### config.mk
export PLATFORM = sky130hd
export DESIGN_NAME = ptp_mult
export DESIGN_NICKNAME = d
export VERILOG_FILES = /design/src/design/ptp_pkg.sv /design/src/design/ptp_mult.sv
export SDC_FILE = /design/constraint.sdc
export NUM_CORES = 2
export LEC_CHECK = 0
export ABC_AREA = 1
export BUFFER_PORTS_ARGS = -buffer_cell sky130_fd_sc_hd__buf_2
export CAP_MARGIN = 10
export CORE_MARGIN = 4
export CORE_UTILIZATION = 45
export DETAILED_ROUTE_END_ITERATION = 16
export PLACE_DENSITY = 0.61
export SYNTH_ARGS = -nofsm -noshare
export SYNTH_HDL_FRONTEND = slang
export SYNTH_SLANG_ARGS = --single-unit
export TNS_END_PERCENT = 5
### constraint.sdc
create_clock -name clk -period 7.4 [get_ports clk]
set_input_delay 0.37 -clock clk [delete_from_list [all_inputs] [get_ports clk]]
set_output_delay 0.37 -clock clk [all_outputs]
set_load 0.01 [all_outputs]
### src/design/ptp_pkg.sv
// ptp_pkg: shared constants, configuration register codes and latency helpers
// for the point-to-triangle projection pipeline. No dependencies.
`default_nettype none

package ptp_pkg;

    // default coordinate width (signed fixed point)
    localparam int COORD_WIDTH_DEF = 32;

    // operand slice of one partial-product multiplier
    localparam int MUL_CHUNK = 32;

    // extra fraction bits of the square root ahead of the gap quotient
    localparam int SQRT_GUARD = 24;

    // fraction bits of the tolerance, barycentric weights are scaled by this
    localparam int INSIDE_SHIFT = 30;

    // configuration register widths and reset values
    localparam int CFG_DATA_WIDTH = 32;
    localparam int EPS_WIDTH      = 32;
    localparam int TOL_WIDTH      = 30;
    localparam logic [EPS_WIDTH-1:0] EPS_RESET = 32'd1;
    localparam logic [TOL_WIDTH-1:0] TOL_RESET = 30'd0;

    // configuration register index codes
    typedef enum logic
    {
        CFG_AREA_EPSILON     = 1'b0,
        CFG_INSIDE_TOLERANCE = 1'b1
    } cfg_index_t;

    // number of multiplier slices that cover a w-bit operand
    function automatic int chunk_count(input int w);
        return (w + MUL_CHUNK - 1) / MUL_CHUNK;
    endfunction

    // latency of ptp_mult: magnitude stage, one stage per partial product, sign stage
    function automatic int mul_latency(input int wa, input int wb);
        return chunk_count(wa) * chunk_count(wb) + 2;
    endfunction

    function automatic int imax(input int a, input int b);
        return (a > b) ? a : b;
    endfunction

endpackage

`default_nettype wire

### src/design/ptp_mult.sv
// ptp_mult: pipelined signed multiplier built from MUL_CHUNK x MUL_CHUNK slices,
// one partial product per stage. Depends on ptp_pkg.
`default_nettype none

module ptp_mult
    import ptp_pkg::*;
#(
    parameter int WA = 33,
    parameter int WB = 33
)
(
    input  wire logic                    clk,
    input  wire logic signed [WA-1:0]    a,
    input  wire logic signed [WB-1:0]    b,
    output logic signed [WA+WB-1:0]      p
);

    localparam int NA  = chunk_count(WA);
    localparam int NB  = chunk_count(WB);
    localparam int NS  = NA * NB;
    localparam int AXW = NA * MUL_CHUNK;
    localparam int BXW = NB * MUL_CHUNK;
    localparam int AW  = AXW + BXW;
    localparam int PW  = WA + WB;

    logic [WA-1:0]  a_mag;
    logic [WB-1:0]  b_mag;
    logic [AXW-1:0] a_reg   [NS+1];
    logic [BXW-1:0] b_reg   [NS+1];
    logic [AW-1:0]  acc_reg [NS+1];
    logic           neg_reg [NS+1];
    logic [PW-1:0]  p_reg;

    // magnitudes of the operands
    always_comb
    begin
        a_mag = a[WA-1] ? ($unsigned(~a) + 1'b1) : $unsigned(a);
        b_mag = b[WB-1] ? ($unsigned(~b) + 1'b1) : $unsigned(b);
    end

    always_ff @(posedge clk)
    begin
        a_reg[0]   <= AXW'(a_mag);
        b_reg[0]   <= BXW'(b_mag);
        acc_reg[0] <= '0;
        neg_reg[0] <= a[WA-1] ^ b[WB-1];
    end

    // one slice product accumulated per stage
    for (genvar k = 0; k < NS; k++)
    begin : g_stage
        localparam int I = k / NB;
        localparam int J = k % NB;
        logic [2*MUL_CHUNK-1:0] pp;

        assign pp = a_reg[k][I*MUL_CHUNK +: MUL_CHUNK] * b_reg[k][J*MUL_CHUNK +: MUL_CHUNK];

        always_ff @(posedge clk)
        begin
            a_reg[k+1]   <= a_reg[k];
            b_reg[k+1]   <= b_reg[k];
            neg_reg[k+1] <= neg_reg[k];
            acc_reg[k+1] <= acc_reg[k] + (AW'(pp) << ((I + J) * MUL_CHUNK));
        end
    end

    // restore the sign
    always_ff @(posedge clk)
    begin
        p_reg <= neg_reg[NS] ? (~acc_reg[NS][PW-1:0] + 1'b1) : acc_reg[NS][PW-1:0];
    end

    assign p = p_reg;

endmodule

`default_nettype wire

After elaboration in Yosys (flattened, before gate mapping)
Memories as Yosys holds them, arrays and structs flattened. Cells that the tools add are included.

$add $sub $neg: 7. $mul: 4. Muxes and demuxes: 3. Bitwise operators: 4.

Operators by type and width (number): $add 128x96->128 (2); $mul 32x32->64 (4); $add 128x128->128 (1); $add 128x64->128 (1); $add 33x1->33 const B (2); $add 66x1->66 const B (1); $mux 33 (2); $mux 66 (1); $not 33->33 (2); $not 66->66 (1); $xor 1x1->1 (1).

Bits in registers: 66. Memory bits (writable): 1285. Output and inout bits: 66. Logic and storage cells: 23. Memories: 4.

Memory list: acc_reg (words 5, width 128, rd ports 5, clocked after memory_dff 0, wr ports 5, RTL line ptp_mult.sv:30) `logic [AW-1:0] acc_reg [NS+1];`; a_reg (words 5, width 64, rd ports 4, clocked after memory_dff 0, wr ports 5, RTL line ptp_mult.sv:28) `logic [AXW-1:0] a_reg [NS+1];`; b_reg (words 5, width 64, rd ports 4, clocked after memory_dff 0, wr ports 5, RTL line ptp_mult.sv:29) `logic [BXW-1:0] b_reg [NS+1];`; neg_reg (words 5, width 1, rd ports 5, clocked after memory_dff 0, wr ports 5, RTL line ptp_mult.sv:31) `logic neg_reg [NS+1];`.

Logic depth before layout (Yosys ltp)
Depth after elaboration: 3. Gate-level depth with buffers: 32. Mapped depth without buffers: 31.

Worst setup path before layout
Ideal clock, no wire load.

Kind: register to register. Start point: memory a_reg[0][5] in the netlist's numbering. End point: memory acc_reg[0][181] in the netlist's numbering. Library setup time: 0.112 ns. Arrival time: 6.192 ns. Required time: 7.288 ns. Slack: 1.096 ns. Stages on the path, launching flop included: 26. Clock period less this slack: 6.304 ns. Path through: dfxtp_1 -> clkbuf_1 -> nand2_1 -> fa_1 -> inv_1 -> fa_1 -> inv_1 -> fa_1 -> inv_1 -> fa_1 -> fa_1 -> fa_1 -> fa_1 -> inv_1 -> fa_1 -> inv_1 -> ha_1 -> nand2_1 -> nor2_1 -> inv_1 -> nor2_1 -> nand2_1 -> nor3_2 -> nand2_1 -> nand3_1 -> nand2_1.

RTL lines (RTL line): start, declared (ptp_mult.sv:28); end, declared (ptp_mult.sv:30).

==> reports/results.env <==
RUN_STATUS='finished clean'
REG_TO_REG_SETUP_TIMING_SLACK_PS=210
NETLIST_AREA_UM2=55620
CHIP_WIDTH_UM=359.6
ASYNCSETRESETFLOPFRACSYNTH=0
SYN_NETS=8684
CP-STARTPOINT='a_reg[0][12]'
DR_WL_MET2_UM=83520
HOLD_PATH.STARTPOINT='a[25]'
FINISH.UTILIZATION=0.5049
SYNTH_CELLS=7376
START_UTIL=0.4552
CLK_LATENCY_PS=670
AREAGROWTHSYNTHTOFINISH_PCT=10.94
SYNTH.YOSYS.WARNINGS=0
FINALCRITPERIODSHARE=0.9712
ANTENNA_VIOLATIONS_BEFORE_REPAIR=8
RELATIVE_SLEW_SLACK=0.3233
FMAX_MHz=139.1
CLK_PATH_BUF_DEPTH=3
PLACEMENT.IO_BUFFERS=132
DETAILROUTE.WIRELENGTH.MET3_UM=9704
HTREEDEPTH=2
WORSTHOLDPATHTYPE='input port to flip-flop'
CTS.ROOT.BUFFER_CELL='sky130_fd_sc_hd__clkbuf_16'
WORSTREG2REGEND='acc_reg[0][151]'
FINALNONFILLERCELLS=9230
SYNTH_FLOP_CELL='sky130_fd_sc_hd__dfxtp_1'
PLACED_CELLS_INCL_TAPS=9072
AVGROUTEDWIREPERCELL_UM=18.36
SETUP.WORST_PATH.CLASS='flip-flop to flip-flop'
GRT_PASS1_VIAS=46923
TIMING_MAX_TRANSITION_VIOLATIONS_FINAL=0
POST-ROUTE-DRC-COUNT=0
CP_SLOWEST_STAGE_DELAY_PS=550
GRT-OVFL-TOTAL=0
POSTSYNTHREGISTERBITS=503
FINAL_HOLD_VIOLATION_COUNT=0
HPWL_AFTER_DETAILED_PLACEMENT_UM=138500
DRT-PASS1-ITER-COUNT=10
WORSTSETUPENDPOINTTYPE='flip-flop'
FLOORPLAN.DIE_AREA_UM2=129300
DRTITER0DRC=2952
DIE_HEIGHT_UM=359.6
PATH_MAX_FANOUT=33
SYNTH_TOP_AREA_FRAC=0.3239
WIRELENGTH_UM=169500
DR.MAX_LAYER_USED='met5'
CRIT_FAMILY='adder cells'
MIN_PATH_CELLS=3
SYNTH_EDF_COUNT=0
CRITICAL_PATH.REG2REG.STARTPOINT='a_reg[0][12]'
CLOCK-SINKS=503
SYNTH.TOP_CELLS.BY_AREA='sky130_fd_sc_hd__fa_1 32%, sky130_fd_sc_hd__dfxtp_1 18%, sky130_fd_sc_hd__nand2_1 15%'
GRT_USAGE=0.2653
GP_CONGESTION=0.9743
TRITONCTS='done'
DRIVE_GT1_FRAC=0.06472
GRT_START_MAX_NET_PINS=67
CORE_AREA_UM2=122200
TOP_LEVEL_PORTS=133
FINALSETUPVIOLCOUNT=0
WHS_ENDPOINT='a_reg[0][25]'
CLK_PIN_SLEW_PS=60
LARGEST_REGISTER_FFS=264
VIA_COUNT=44576
AVGVIACOUNTPERCELL=4.829
GLOBAL_ROUTE_WIRE_LENGTH_BEFORE_REPAIR_UM=267300
FINAL_NETS=8863
WORST_CLOCK_SKEW_PS=66.38
TIMING.CRITICAL_PATH.REQUIRED_PS=8000
SYNTHDOMINANTAREACELLTYPE='sky130_fd_sc_hd__fa_1'
YOSYSMOSTFREQUENTCELL='sky130_fd_sc_hd__nand2_1'
TIGHTESTPINTRANSITION_PS=1014
CLOCK_BUFFERS_CREATED_BY_TRITONCTS=56
RSZ0062_AT_GRT='false'
MET1_LENGTH_UM=69200
YS_TOP_CELLS_BY_COUNT='2,201 x sky130_fd_sc_hd__nand2_1, 2,093 x sky130_fd_sc_hd__inv_1, 900 x sky130_fd_sc_hd__fa_1, 503 x sky130_fd_sc_hd__dfxtp_1, 341 x sky130_fd_sc_hd__ha_1'
PERIOD_MINUS_SLACK_PS=7187
YOSYS.CELL_TYPES.COUNT=48
SYNTH_SEQUENTIAL_AREA_RATIO=0.1810
FINAL_ANTENNA_NET_COUNT=0
CRITICAL_PATH_ARRIVAL_PS=7790
CRITICAL_PATH_BUF_INV_COUNT=10
ROW_COUNT=128
REG2REGPATHDEPTH=26
TIMING.CRITICAL_PATH.FROM_TYPE='flip-flop'
CP_SLOWEST_CELL='sky130_fd_sc_hd__fa_1'
DRV.MAX_CAP_VIOLATION_COUNT=0
AVGSYNTHCELLAREA_UM2=7.540
==> routing by layer <==
metal,track usage,vias up
met5,0,-
met3,0.03461,316
li1,-,21310
met4,0.09435,4
met1,0.3376,21604
met2,0.4642,1342
==> worst reg2reg max path, delay by kind of cell (launching register included) <==
family,cells,cell delay [ps]
XOR/XNOR,1,260
adder cells (fa/ha/maj),9,4470
buffers and inverters,10,1010
flip-flops,1,350
AND/OR/NAND/NOR,6,1060
==> worst max-delay path by stage <==
stage / to / slack (ps) / depth (start not counted)
floorplan: acc_reg[0][181] / 1100 / 25
global placement: acc_reg[0][151] / 8 / 25
detailed placement: acc_reg[0][151] / -30 / 25
CTS: acc_reg[0][151] / 50 / 28
global route: acc_reg[0][178] / 4 / 26
finish: acc_reg[0][151] / 210 / 26
==> cell type report <==
class | count | area (µm²)
diodes | 3 | 7.507
clock buffers | 73 | 1535
clock inverters | 32 | 390.4
fillers | 12015 | 60490
inverters | 2098 | 7875
multi-input cells | 4561 | 36870
flip-flops and latches | 503 | 10090
well taps | 1625 | 2033
repair buffers | 335 | 2902
==> placed cells by master (no fill, tap or decap), types with 7 or more instances in the layout <==
cell type / count
sky130_fd_sc_hd__a21oi_1: 140
sky130_fd_sc_hd__buf_12: 47
sky130_fd_sc_hd__buf_2: 132
sky130_fd_sc_hd__buf_4: 105
sky130_fd_sc_hd__clkbuf_1: 10
sky130_fd_sc_hd__clkbuf_16: 56
sky130_fd_sc_hd__clkbuf_8: 7
sky130_fd_sc_hd__clkinv_2: 8
sky130_fd_sc_hd__clkinvlp_4: 9
sky130_fd_sc_hd__dfxtp_1: 486
sky130_fd_sc_hd__dfxtp_2: 17
sky130_fd_sc_hd__dlygate4sd3_1: 50
sky130_fd_sc_hd__fa_1: 900
sky130_fd_sc_hd__ha_1: 341
sky130_fd_sc_hd__inv_1: 2093
sky130_fd_sc_hd__nand2_1: 2200
sky130_fd_sc_hd__nand2_2: 18
sky130_fd_sc_hd__nand3_1: 165
sky130_fd_sc_hd__nand4_1: 57
sky130_fd_sc_hd__nor2_1: 321
sky130_fd_sc_hd__nor2_2: 31
sky130_fd_sc_hd__nor2_4: 11
sky130_fd_sc_hd__nor3_1: 41
sky130_fd_sc_hd__nor3_2: 7
sky130_fd_sc_hd__o21a_1: 8
sky130_fd_sc_hd__o21ai_0: 85
sky130_fd_sc_hd__o21bai_1: 11
sky130_fd_sc_hd__xnor2_1: 21
sky130_fd_sc_hd__xor2_1: 146
==> timing repair <==
item,CTS,global route
setup buffers,0,0
gates resized for setup,2,17
hold buffers,50,0
endpoints found under the setup margin,1,34
endpoints found under the hold margin,49,0
==> metrics by stage <==
stage                     TNS (ps)  worst slack [ps]  hold slack (ps)  instance area, µm²
after floorplan                  0              1096            309.6               55620
after global placement           0             8.279            309.8               59240
after detailed placement    -31.86            -31.86            312.1               59240
after CTS                        0             50.47           0.3330               61670
after global routing             0             4.182            36.83               61700
final                            0             213.2            41.15               61700
==> logic make-up after synthesis <==
group	after synthesis	share of synthesized area
XOR/XNOR	167	0.02630
adder cells (fa/ha/maj)	1241	0.4007
buffers and inverters	2312	0.1562
flip-flops	503	0.1810
AO/OA/AOI/OAI	268	0.02652
AND/OR/NAND/NOR	2885	0.2092
Power is not shown: default switching activity piles up to over one toggle a cycle in this logic, so the estimate is an artifact.
